**config.mk**
```make
export PLATFORM = sky130hd
export DESIGN_NAME = round_robin_task_scheduler
export DESIGN_NICKNAME = d
export VERILOG_FILES = /design/src/rrts_pkg.sv /design/src/rrts_ring_cell.sv /design/src/rrts_wait_cell.sv /design/src/round_robin_task_scheduler.sv
export VERILOG_INCLUDE_DIRS = /design/src /design/src/src
export SDC_FILE = /design/constraint.sdc
export NUM_CORES = 2
export LEC_CHECK = 0
export BUFFER_PORTS_ARGS = -buffer_cell sky130_fd_sc_hd__buf_2
export CAP_MARGIN = 25
export CORE_UTILIZATION = 30
export DETAILED_ROUTE_END_ITERATION = 16
export GPL_ROUTABILITY_DRIVEN = 0
export PLACE_DENSITY = 0.51
export SETUP_SLACK_MARGIN = 0.15
export SKIP_CTS_REPAIR_TIMING = 1
export SLEW_MARGIN = 20
export SYNTH_ARGS = -nofsm -noshare
export SYNTH_HDL_FRONTEND = slang
export SYNTH_SLANG_ARGS = --single-unit
```
**constraint.sdc**
```tcl
create_clock -name clk -period 5.7 [get_ports clk]
set_input_delay 1.14 -clock clk [delete_from_list [all_inputs] [get_ports clk]]
set_output_delay 1.14 -clock clk [all_outputs]
set_load 0.01 [all_outputs]
```
**src/round_robin_task_scheduler_defines.svh**
```systemverilog
// Assertion macros for the round-robin task scheduler.
// Included by the top level; needs nothing else.
`ifndef ROUND_ROBIN_TASK_SCHEDULER_DEFINES_SVH
`define ROUND_ROBIN_TASK_SCHEDULER_DEFINES_SVH

// Check that a condition implies a consequence in the same cycle.
`define RRTS_ASSERT_NOW(label, clk, rst_n, ante, cons) \
  label: assert property (@(posedge clk) disable iff (!rst_n) (ante) |-> (cons)) \
    else $error("scheduler assertion failed");

// Check that a condition implies a consequence in the next cycle.
`define RRTS_ASSERT_NEXT(label, clk, rst_n, ante, cons) \
  label: assert property (@(posedge clk) disable iff (!rst_n) (ante) |=> (cons)) \
    else $error("scheduler assertion failed");

`endif

```
**src/rrts_pkg.sv**
```systemverilog
// Shared types and constants of the round-robin task scheduler.
// No dependencies.
`timescale 1ns / 1ps
`default_nettype none

package rrts_pkg;

  localparam int unsigned TID_W      = 32;
  localparam int unsigned TICK_W     = 32;
  localparam int unsigned SLICE_W    = 16;
  localparam int unsigned OUT_SLOT_W = 4;
  localparam logic [SLICE_W-1:0] SLICE_RESET = 16'd10;

  typedef enum logic [1:0] {
    OP_REGISTER = 2'd0,
    OP_TICK     = 2'd1,
    OP_SLEEP    = 2'd2,
    OP_EXIT     = 2'd3
  } op_t;

  typedef enum logic [1:0] {
    PICK_HEAD = 2'd0,
    PICK_NEXT = 2'd1,
    PICK_SUCC = 2'd2
  } pick_mode_t;

  // Controls of one run-ring cell.
  typedef struct packed {
    logic load;
    logic shift;
  } ring_ctrl_t;

  // Controls of one wait-list cell.
  typedef struct packed {
    logic load;
    logic shift;
    logic age;
  } wait_ctrl_t;

endpackage

`default_nettype wire

```
**src/rrts_ring_cell.sv**
```systemverilog
// One run-ring cell: holds a slot number and its task id.
// Depends on rrts_pkg.
`timescale 1ns / 1ps
`default_nettype none

module rrts_ring_cell
  import rrts_pkg::*;
#(
  parameter int unsigned SLOT_W = 4
) (
  input  wire logic              clk,
  input  wire ring_ctrl_t        ctrl,
  input  wire logic [SLOT_W-1:0] ld_slot,
  input  wire logic [TID_W-1:0]  ld_tid,
  input  wire logic [SLOT_W-1:0] nb_slot,
  input  wire logic [TID_W-1:0]  nb_tid,
  output logic      [SLOT_W-1:0] slot,
  output logic      [TID_W-1:0]  tid
);

  logic [SLOT_W-1:0] slot_r;
  logic [TID_W-1:0]  tid_r;

  // Load wins over a shift from the neighbor.
  always_ff @(posedge clk) begin
    if (ctrl.load) begin
      slot_r <= ld_slot;
      tid_r  <= ld_tid;
    end else if (ctrl.shift) begin
      slot_r <= nb_slot;
      tid_r  <= nb_tid;
    end
  end

  assign slot = slot_r;
  assign tid  = tid_r;

endmodule

`default_nettype wire

```
**src/rrts_wait_cell.sv**
```systemverilog
// One wait-list cell: slot, task id, elapsed ticks and sleep length.
// Depends on rrts_pkg.
`timescale 1ns / 1ps
`default_nettype none

module rrts_wait_cell
  import rrts_pkg::*;
#(
  parameter int unsigned SLOT_W = 4
) (
  input  wire logic              clk,
  input  wire wait_ctrl_t        ctrl,
  input  wire logic [SLOT_W-1:0] ld_slot,
  input  wire logic [TID_W-1:0]  ld_tid,
  input  wire logic [TICK_W-1:0] ld_elapsed,
  input  wire logic [TICK_W-1:0] ld_length,
  input  wire logic [SLOT_W-1:0] nb_slot,
  input  wire logic [TID_W-1:0]  nb_tid,
  input  wire logic [TICK_W-1:0] nb_elapsed,
  input  wire logic [TICK_W-1:0] nb_length,
  output logic      [SLOT_W-1:0] slot,
  output logic      [TID_W-1:0]  tid,
  output logic      [TICK_W-1:0] elapsed,
  output logic      [TICK_W-1:0] length
);

  logic [SLOT_W-1:0] slot_r;
  logic [TID_W-1:0]  tid_r;
  logic [TICK_W-1:0] elapsed_r;
  logic [TICK_W-1:0] length_r;

  always_ff @(posedge clk) begin
    if (ctrl.load) begin
      slot_r    <= ld_slot;
      tid_r     <= ld_tid;
      elapsed_r <= ld_elapsed;
      length_r  <= ld_length;
    end else if (ctrl.shift) begin
      slot_r    <= nb_slot;
      tid_r     <= nb_tid;
      elapsed_r <= nb_elapsed;
      length_r  <= nb_length;
    end else if (ctrl.age && (elapsed_r != '1)) begin
      // saturate at all ones
      elapsed_r <= elapsed_r + TICK_W'(1);
    end
  end

  assign slot    = slot_r;
  assign tid     = tid_r;
  assign elapsed = elapsed_r;
  assign length  = length_r;

endmodule

`default_nettype wire

```
**src/round_robin_task_scheduler.sv**
```systemverilog
// Round-robin task scheduler over MAX_TASKS slots with a sleep queue.
// Depends on rrts_pkg, rrts_ring_cell, rrts_wait_cell and the defines header.
//
// Each accepted event transaction (register, tick, sleep, exit) yields exactly one
// result transaction. The run ring and the wait list are rows of cells that hand
// entries to their neighbor; a task id travels with its slot through the rows.
// Steps: a register event runs a free-slot scan that checks one slot a cycle. A
// tick that keeps the running task goes straight to the finish state. An event
// that reschedules runs a wake pass that pops one sleeper a cycle off the
// wait-list head, then picks and selects the next task. One event is in flight
// at a time; the finished result sits in an output
// register so the next event is taken while it waits. No clearing pass after
// reset. The slice register is written through cfg_data and is always ready.
`timescale 1ns / 1ps
`default_nettype none

`include "round_robin_task_scheduler_defines.svh"

module round_robin_task_scheduler
  import rrts_pkg::*;
#(
  parameter int unsigned MAX_TASKS = 16
) (
  input  wire logic                  clk,
  input  wire logic                  rst_n,
  input  wire logic                  in_valid,
  output logic                       in_stall,
  input  wire logic [1:0]            in_op,
  input  wire logic [TICK_W-1:0]     in_sleep_ticks,
  output logic                       out_valid,
  input  wire logic                  out_stall,
  output logic [OUT_SLOT_W-1:0]      out_running_slot,
  output logic [TID_W-1:0]           out_running_tid,
  output logic                       out_idle_running,
  output logic                       out_register_ok,
  output logic [TID_W-1:0]           out_new_tid,
  output logic                       out_switched,
  input  wire logic                  cfg_valid,
  output logic                       cfg_ready,
  input  wire logic [SLICE_W-1:0]    cfg_data
);

  localparam int unsigned IW = $clog2(MAX_TASKS);
  localparam int unsigned CW = $clog2(MAX_TASKS + 1);
  localparam int unsigned PW = (IW > OUT_SLOT_W) ? IW : OUT_SLOT_W;

  typedef enum logic [5:0] {
    S_IDLE = 6'b000001,
    S_REG  = 6'b000010,
    S_WAKE = 6'b000100,
    S_PICK = 6'b001000,
    S_SEL  = 6'b010000,
    S_FIN  = 6'b100000
  } state_t;

  state_t              state_r, state_nxt;
  logic [MAX_TASKS-1:0] free_r, free_nxt;
  logic [CW-1:0]       rcount_r, rcount_nxt;
  logic [CW-1:0]       wcount_r, wcount_nxt;
  logic [CW-1:0]       wk_left_r, wk_left_nxt;
  logic [IW-1:0]       cur_r, cur_nxt;
  logic [IW-1:0]       succ_r, succ_nxt;
  logic [IW-1:0]       scan_r, scan_nxt;
  logic                idle_r, idle_nxt;
  logic [TID_W-1:0]    next_tid_r, next_tid_nxt;
  logic [TICK_W-1:0]   run_el_r, run_el_nxt;
  logic [IW-1:0]       run_slot_r, run_slot_nxt;
  logic [TID_W-1:0]    run_tid_r, run_tid_nxt;
  pick_mode_t          mode_r, mode_nxt;
  logic                switched_r, switched_nxt;
  logic                reg_ok_r, reg_ok_nxt;
  logic [TID_W-1:0]    new_tid_r, new_tid_nxt;
  logic [SLICE_W-1:0]  slice_r;

  logic                out_valid_r, out_valid_nxt;
  logic [OUT_SLOT_W-1:0] out_slot_r, out_slot_nxt;
  logic [TID_W-1:0]    out_tid_r, out_tid_nxt;
  logic                out_idle_r, out_idle_nxt;
  logic                out_ok_r, out_ok_nxt;
  logic [TID_W-1:0]    out_new_r, out_new_nxt;
  logic                out_sw_r, out_sw_nxt;

  // Cell rows
  ring_ctrl_t          r_ctrl [MAX_TASKS];
  wait_ctrl_t          w_ctrl [MAX_TASKS];
  logic [IW-1:0]       r_slot [MAX_TASKS];
  logic [TID_W-1:0]    r_tid  [MAX_TASKS];
  logic [IW-1:0]       w_slot [MAX_TASKS];
  logic [TID_W-1:0]    w_tid  [MAX_TASKS];
  logic [TICK_W-1:0]   w_el   [MAX_TASKS];
  logic [TICK_W-1:0]   w_len  [MAX_TASKS];

  logic [IW-1:0]       r_ld_slot;
  logic [TID_W-1:0]    r_ld_tid;
  logic [IW-1:0]       w_ld_slot;
  logic [TID_W-1:0]    w_ld_tid;
  logic [TICK_W-1:0]   w_ld_el;
  logic [TICK_W-1:0]   w_ld_len;

  logic                ring_app, ring_rm, wait_ld, wait_shift, wait_age;
  logic [CW-1:0]       wait_ld_idx;
  logic [IW-1:0]       sel_slot;
  logic [TID_W-1:0]    sel_tid;
  logic [TICK_W-1:0]   run_inc;
  logic [PW-1:0]       slot_pad;
  logic                accept;

  genvar g;
  generate
    for (g = 0; g < MAX_TASKS; g++) begin : g_cells
      logic [IW-1:0]     rn_slot, wn_slot;
      logic [TID_W-1:0]  rn_tid, wn_tid;
      logic [TICK_W-1:0] wn_el, wn_len;

      // The last cell takes in nothing from beyond the row.
      if (g == MAX_TASKS - 1) begin : g_last
        assign rn_slot = '0;
        assign rn_tid  = '0;
        assign wn_slot = '0;
        assign wn_tid  = '0;
        assign wn_el   = '0;
        assign wn_len  = '0;
      end else begin : g_mid
        assign rn_slot = r_slot[g+1];
        assign rn_tid  = r_tid[g+1];
        assign wn_slot = w_slot[g+1];
        assign wn_tid  = w_tid[g+1];
        assign wn_el   = w_el[g+1];
        assign wn_len  = w_len[g+1];
      end

      rrts_ring_cell #(.SLOT_W(IW)) u_ring (
        .clk     (clk),
        .ctrl    (r_ctrl[g]),
        .ld_slot (r_ld_slot),
        .ld_tid  (r_ld_tid),
        .nb_slot (rn_slot),
        .nb_tid  (rn_tid),
        .slot    (r_slot[g]),
        .tid     (r_tid[g])
      );

      rrts_wait_cell #(.SLOT_W(IW)) u_wait (
        .clk        (clk),
        .ctrl       (w_ctrl[g]),
        .ld_slot    (w_ld_slot),
        .ld_tid     (w_ld_tid),
        .ld_elapsed (w_ld_el),
        .ld_length  (w_ld_len),
        .nb_slot    (wn_slot),
        .nb_tid     (wn_tid),
        .nb_elapsed (wn_el),
        .nb_length  (wn_len),
        .slot       (w_slot[g]),
        .tid        (w_tid[g]),
        .elapsed    (w_el[g]),
        .length     (w_len[g])
      );
    end
  endgenerate

  // Pick out the ring entry at the current position with an AND-OR select over the cells.
  always_comb begin
    sel_slot = '0;
    sel_tid  = '0;
    for (int i = 0; i < MAX_TASKS; i++) begin
      if (IW'(i) == cur_r) begin
        sel_slot = sel_slot | r_slot[i];
        sel_tid  = sel_tid | r_tid[i];
      end
    end
  end

  assign accept    = in_valid && (state_r == S_IDLE);
  assign in_stall  = (state_r != S_IDLE);
  assign cfg_ready = 1'b1;
  assign run_inc   = (run_el_r == '1) ? run_el_r : run_el_r + TICK_W'(1);
  assign slot_pad  = PW'(run_slot_r);

  always_comb begin
    state_nxt    = state_r;
    free_nxt     = free_r;
    rcount_nxt   = rcount_r;
    wcount_nxt   = wcount_r;
    wk_left_nxt  = wk_left_r;
    cur_nxt      = cur_r;
    succ_nxt     = succ_r;
    scan_nxt     = scan_r;
    idle_nxt     = idle_r;
    next_tid_nxt = next_tid_r;
    run_el_nxt   = run_el_r;
    run_slot_nxt = run_slot_r;
    run_tid_nxt  = run_tid_r;
    mode_nxt     = mode_r;
    switched_nxt = switched_r;
    reg_ok_nxt   = reg_ok_r;
    new_tid_nxt  = new_tid_r;

    out_valid_nxt = out_valid_r && out_stall;
    out_slot_nxt  = out_slot_r;
    out_tid_nxt   = out_tid_r;
    out_idle_nxt  = out_idle_r;
    out_ok_nxt    = out_ok_r;
    out_new_nxt   = out_new_r;
    out_sw_nxt    = out_sw_r;

    ring_app    = 1'b0;
    ring_rm     = 1'b0;
    wait_ld     = 1'b0;
    wait_shift  = 1'b0;
    wait_age    = 1'b0;
    wait_ld_idx = wcount_r;
    r_ld_slot   = w_slot[0];
    r_ld_tid    = w_tid[0];
    w_ld_slot   = w_slot[0];
    w_ld_tid    = w_tid[0];
    w_ld_el     = w_el[0];
    w_ld_len    = w_len[0];

    unique case (state_r)
      S_IDLE: begin
        if (accept) begin
          reg_ok_nxt   = 1'b0;
          new_tid_nxt  = '0;
          switched_nxt = 1'b0;
          unique case (op_t'(in_op))
            OP_REGISTER: begin
              scan_nxt  = '0;
              state_nxt = S_REG;
            end
            OP_TICK: begin
              // age every sleeper, then the running slice
              wait_age    = 1'b1;
              wk_left_nxt = wcount_r;
              if (idle_r) begin
                mode_nxt     = PICK_HEAD;
                switched_nxt = 1'b1;
                state_nxt    = S_WAKE;
              end else if (run_inc >= TICK_W'(slice_r)) begin
                run_el_nxt   = '0;
                mode_nxt     = PICK_NEXT;
                switched_nxt = 1'b1;
                state_nxt    = S_WAKE;
              end else begin
                run_el_nxt = run_inc;
                state_nxt  = S_FIN;
              end
            end
            OP_SLEEP, OP_EXIT: begin
              if (idle_r) begin
                state_nxt = S_FIN;
              end else begin
                // drop the running task from the ring
                ring_rm    = 1'b1;
                rcount_nxt = rcount_r - CW'(1);
                if (op_t'(in_op) == OP_SLEEP) begin
                  wait_ld     = 1'b1;
                  wait_ld_idx = wcount_r;
                  w_ld_slot   = run_slot_r;
                  w_ld_tid    = run_tid_r;
                  w_ld_el     = '0;
                  w_ld_len    = in_sleep_ticks;
                  wcount_nxt  = wcount_r + CW'(1);
                  wk_left_nxt = wcount_r + CW'(1);
                end else begin
                  free_nxt[run_slot_r] = 1'b1;
                  wk_left_nxt          = wcount_r;
                end
                succ_nxt     = cur_r;
                mode_nxt     = PICK_SUCC;
                switched_nxt = 1'b1;
                state_nxt    = S_WAKE;
              end
            end
            default: state_nxt = S_FIN;
          endcase
        end
      end

      S_REG: begin
        if (free_r[scan_r]) begin
          free_nxt[scan_r] = 1'b0;
          ring_app         = 1'b1;
          r_ld_slot        = scan_r;
          r_ld_tid         = next_tid_r;
          rcount_nxt       = rcount_r + CW'(1);
          reg_ok_nxt       = 1'b1;
          new_tid_nxt      = next_tid_r;
          next_tid_nxt     = next_tid_r + TID_W'(1);
          state_nxt        = S_FIN;
        end else if (scan_r == IW'(MAX_TASKS - 1)) begin
          state_nxt = S_FIN;
        end else begin
          scan_nxt = scan_r + IW'(1);
        end
      end

      S_WAKE: begin
        if (wk_left_r == '0) begin
          state_nxt = S_PICK;
        end else begin
          // pop the head; due sleepers go to the ring tail, the rest rotate back
          wait_shift  = 1'b1;
          wk_left_nxt = wk_left_r - CW'(1);
          if (w_el[0] >= w_len[0]) begin
            ring_app   = 1'b1;
            rcount_nxt = rcount_r + CW'(1);
            wcount_nxt = wcount_r - CW'(1);
          end else begin
            wait_ld     = 1'b1;
            wait_ld_idx = wcount_r - CW'(1);
          end
        end
      end

      S_PICK: begin
        if (rcount_r == '0) begin
          idle_nxt  = 1'b1;
          cur_nxt   = '0;
          state_nxt = S_FIN;
        end else begin
          unique case (mode_r)
            PICK_NEXT: cur_nxt = ((CW'(cur_r) + CW'(1)) >= rcount_r) ? '0 : cur_r + IW'(1);
            PICK_SUCC: cur_nxt = (CW'(succ_r) < rcount_r) ? succ_r : '0;
            default:   cur_nxt = '0;
          endcase
          idle_nxt   = 1'b0;
          run_el_nxt = '0;
          state_nxt  = S_SEL;
        end
      end

      S_SEL: begin
        run_slot_nxt = sel_slot;
        run_tid_nxt  = sel_tid;
        state_nxt    = S_FIN;
      end

      S_FIN: begin
        // hold the result until the output register frees up
        if (!(out_valid_r && out_stall)) begin
          out_valid_nxt = 1'b1;
          out_slot_nxt  = idle_r ? '0 : slot_pad[OUT_SLOT_W-1:0];
          out_tid_nxt   = idle_r ? '0 : run_tid_r;
          out_idle_nxt  = idle_r;
          out_ok_nxt    = reg_ok_r;
          out_new_nxt   = new_tid_r;
          out_sw_nxt    = switched_r;
          state_nxt     = S_IDLE;
        end
      end

      default: state_nxt = S_IDLE;
    endcase

    for (int i = 0; i < MAX_TASKS; i++) begin
      r_ctrl[i].load  = ring_app && (CW'(i) == rcount_r);
      r_ctrl[i].shift = ring_rm && (IW'(i) >= cur_r);
      w_ctrl[i].load  = wait_ld && (CW'(i) == wait_ld_idx);
      w_ctrl[i].shift = wait_shift;
      w_ctrl[i].age   = wait_age;
    end
  end

  always_ff @(posedge clk) begin
    if (!rst_n) begin
      state_r     <= S_IDLE;
      free_r      <= '1;
      rcount_r    <= '0;
      wcount_r    <= '0;
      wk_left_r   <= '0;
      cur_r       <= '0;
      idle_r      <= 1'b1;
      next_tid_r  <= '0;
      run_el_r    <= '0;
      slice_r     <= SLICE_RESET;
      out_valid_r <= 1'b0;
    end else begin
      state_r     <= state_nxt;
      free_r      <= free_nxt;
      rcount_r    <= rcount_nxt;
      wcount_r    <= wcount_nxt;
      wk_left_r   <= wk_left_nxt;
      cur_r       <= cur_nxt;
      idle_r      <= idle_nxt;
      next_tid_r  <= next_tid_nxt;
      run_el_r    <= run_el_nxt;
      out_valid_r <= out_valid_nxt;
      if (cfg_valid) begin
        slice_r <= cfg_data;
      end
    end
  end

  // Payload registers carry no reset.
  always_ff @(posedge clk) begin
    succ_r     <= succ_nxt;
    scan_r     <= scan_nxt;
    run_slot_r <= run_slot_nxt;
    run_tid_r  <= run_tid_nxt;
    mode_r     <= mode_nxt;
    switched_r <= switched_nxt;
    reg_ok_r   <= reg_ok_nxt;
    new_tid_r  <= new_tid_nxt;
    out_slot_r <= out_slot_nxt;
    out_tid_r  <= out_tid_nxt;
    out_idle_r <= out_idle_nxt;
    out_ok_r   <= out_ok_nxt;
    out_new_r  <= out_new_nxt;
    out_sw_r   <= out_sw_nxt;
  end

  assign out_valid        = out_valid_r;
  assign out_running_slot = out_slot_r;
  assign out_running_tid  = out_tid_r;
  assign out_idle_running = out_idle_r;
  assign out_register_ok  = out_ok_r;
  assign out_new_tid      = out_new_r;
  assign out_switched     = out_sw_r;

  // Every slot is free, in the ring or in the wait list, between events.
  `RRTS_ASSERT_NOW(a_slot_accounting, clk, rst_n, state_r == S_IDLE,
    (CW + 1)'($countones(free_r)) + (CW + 1)'(rcount_r) + (CW + 1)'(wcount_r)
      == (CW + 1)'(MAX_TASKS))
  // A running task sits inside the ring.
  `RRTS_ASSERT_NOW(a_cur_in_ring, clk, rst_n, (state_r == S_IDLE) && !idle_r,
    CW'(cur_r) < rcount_r)
  // An accepted event always keeps the block busy in the next cycle.
  `RRTS_ASSERT_NEXT(a_busy_after_accept, clk, rst_n, in_valid && !in_stall,
    state_r != S_IDLE)
  // The wake pass never walks past the wait list.
  `RRTS_ASSERT_NOW(a_wake_bound, clk, rst_n, state_r == S_WAKE, wk_left_r <= wcount_r)

endmodule

`default_nettype wire
```
==> impl_results.md <==
- Status: completed
- CP Launch Type: flip-flop
- Top_reg_cell synth: edfxtp_1
- Post-route ant nets: 0
- Net Sw Frac: 0.224
- Synth Area in XOR/XNOR: 0.0354
- Commonest non-fill, non-tap cells in the layout: 2,327 x edfxtp_1, 1,969 x nand2_1, 1,834 x o21ai_0
- Slew @ Worst Pin: 1090 ps
- Met2 WL: 177,000 um
- Max frequency: 197 MHz
- Ys Warns: 0
- Vias: 87.5k
- Syn Inst Count: 11.0k
- Hold Vio Cnt, Final: 0
- HPWL after detailed placement: 249,000 um
- M1 wire length: 170,000 um
- Initial antenna violation count: 19
- Total Power: 0.0392 W
- WL final: 388,000 um
- Setup Skew: 65.5 ps
- Max stage delay on crit path: 550 ps
- Top delay family on crit path: simple AND/OR/NAND/NOR gates
- Post-Route Setup TNS: 0 ps
- Mapped cell area: 118,000 sq um
- Crit path max fanout: 8
- CTS tree: built
- Cells after DPL: 15.9k
- Pre-CTS setup slack: 533 ps
- Tot GR Track Use: 0.190
- DRC violations left: 0
- Tmin final: 5080 ps
- Pwr Density: 288 nW/um^2
- Share of cells above drive strength 1: 0.0996
- TritonRoute pass-1 iters: 6
- CP Buf/Inv Count: 0
- Core Footprint: 390,000 sq um
- Worst skew pair latency: 890 ps
- Cell variety after synth: 86
- First-pass GRT wire length: 570,000 um
- Layout Cells excl Fill: 16.4k
- Clk buf depth: 4
- RSZ-0062 raised after global routing: no
- Simple-gate share of the synthesized area: 0.139
- Max VDD drop: 0.000206 V
- Area Growth Syn to Fin: 15.6%
- Net load switching power: 0.00875 W
- DR WL met3: 27,400 um
- Fin crit share: 0.891
- Hold Crit Class: flip-flop to flip-flop
- Mux share of post-synthesis cell area: 0.0119
- Placed Area: 127,000 sq um
- Non-Filler Cell Area, Final: 136,000 sq um
- Fill count: 38.9k
- Clock network fraction of design power: 0.456
- Average size of a mapped cell: 10.7 sq um
- Die Span Y: 629 um
- Crit path DAT: 5820 ps
- #FFs+latches synth: 2,450
- Share of power burned in registers: 0.512
- Final setup fails: 0
- Die ar.: 395,000 sq um
- Post-Synth Adder-Cell Area: 0.00977
- Row cnt: 229
- Fin. max-slew vios: 0
- Syn Nets: 11.1k
- Via density per instance: 5.32
- Pin count of the biggest net entering global routing: 178
- Highest metal layer with signal wires: met5
- Starting Density: 0.302
- Post-synth EDFFs: 2,327
- Pleak: 48.0 nW
- CP required: 6440 ps
- Kind of critical path: flip-flop to flip-flop
- Slowest stage cell, crit path: or4b_1
- DR iter-0 viols: 8,930
- Combinational family with the most area after synthesis: compound AO/OA/AOI/OAI gates
- CTS root buf: clkbuf_16
- Final WS setup: 620 ps
- Overall die width: 629 um
- Grt ovf: 0
- IO Pins: 129
- CTS clk-pin slew, worst paths: 60 ps
- Avg WL per Cell: 23.6 um
- Max cap viols: 0
- Fin nets: 11.1k
- Port Buffer Count: 127
- Post-synthesis async set-or-reset flop share: 0
- H-tree depth: 5
- Logic pwr share: 0.031
- Number of CTS-inserted buffers: 284
- Most common cell after layout, fill and taps aside: edfxtp_1
- Internal: 0.0304 W
- CP cell instances: nand4_1 -> or3_1 -> or2_2 -> nor2_1 -> or4_1 -> nor2_1 -> or2_2 -> ha_1 -> a21o_1 -> a221oi_1 -> o211ai_1 -> nand2_1 -> or4b_1 -> nor4_4 -> o21ai_1 -> o21a_1
- Clock Sinks: 2,450
- Vias in the first global route: 81.7k
- Relative slew slack: 0.274
- Setup crit end kind: flip-flop
- Seq/Total Area, Yosys: 0.614
- Synth Area in Compound Gates: 0.157
==> Yosys cell counts (all sizes together), types with 14 or more instances <==
cell,n,area share
xor2,292,0.022
a21boi,17,0.0011
a22o,153,0.011
clkbuf,705,0.022
xnor2,184,0.014
and2,117,0.0062
o21ai,1881,0.080
nor3,78,0.0034
edfxtp,2327,0.59
or3,70,0.0037
buf,149,0.0062
o211ai,468,0.030
nand2,1997,0.064
ha,92,0.0098
and3,111,0.0059
nor4,45,0.0027
a21oi,392,0.017
nor2,565,0.018
a221oi,148,0.011
nand4,182,0.0097
a21o,18,0.0011
and4,52,0.0039
inv,114,0.0036
o31ai,14,0.0011
nand3,321,0.014
mux2i,128,0.011
dfxtp,123,0.021
nand2b,21,0.0011
or2,28,0.0015
nor2b,64,0.0034
==> state kept, by name (all words and copies together), names as in the netlist, 5 cells and up <==
signal,cells
rcount_r,5
g_cells.u_wait.length,512
g_cells.u_wait.slot,64
out_new_tid,32
new_tid_r,32
run_el_r,32
g_cells.u_ring.tid,512
wk_left_r,5
run_tid_r,32
g_cells.u_wait.tid,512
next_tid_r,32
wcount_r,5
g_cells.u_wait.elapsed,512
free_r,16
slice_r,16
out_running_tid,32
g_cells.u_ring.slot,64
state_r,6
==> final timing paths <==
kind / depth (start not counted) / end / slack, ps / startpoint
max: 16 / state_r[2] / 620 / run_el_r[25]
min: 0 / out_new_tid[31] / 420 / new_tid_r[31]
max reg2reg: 16 / state_r[2] / 620 / run_el_r[25]
min reg2reg: 0 / out_new_tid[31] / 420 / new_tid_r[31]
==> cell families (layout without fill, tap and decap cells) <==
kind of cell / count (synthesis) / after routing
AND/OR/NAND/NOR: 3686 / 3686
AO/OA/AOI/OAI: 3154 / 3154
flip-flops: 2450 / 2450
buffers and inverters: 970 / 1192
XOR/XNOR: 476 / 476
multiplexers: 134 / 134
adder cells (fa/ha/maj): 92 / 92
other: 1 / 55
==> power groups by stage <==
stage	logic, W	registers (W)	clock network (W)
2_1_floorplan	0.000759	0.0203	0
3_3_place_gp	0.00119	0.0204	0
3_5_place_dp	0.00121	0.0204	0
4_1_cts	0.00121	0.0201	0.0183
5_1_grt	0.00135	0.0201	0.0189
6_report	0.00122	0.0201	0.0179
==> stage by stage <==
stage / utilization / hold slack [ps]
after global placement: 0.326 / 402
after global routing: 0.349 / 419
final: 0.349 / 417
after floorplan: - / 400
after detailed placement: 0.326 / 405
after CTS: 0.349 / 418
==> metal layers <==
layer	up-vias	GRT usage
met1	43400	0.265
met2	3109	0.302
met4	2	0.0632
li1	40400	-
met5	-	0
met3	564	0.0269
==> cell type report <==
type / count / area, sq um / share of cell area
Inverter: 116 / 438 / 0.00322
Multi-Input combinational cell: 7543 / 42300 / 0.311
Tap cell: 5197 / 6500 / 0.0478
Clock inverter: 143 / 1240 / 0.00914
Antenna cell: 54 / 135 / 0.000992
Clock buffer: 362 / 7600 / 0.0558
Timing Repair Buffer: 571 / 5560 / 0.0408
Sequential cell: 2450 / 72300 / 0.531
No activity file was read; power rests on OpenSTA's default activity.
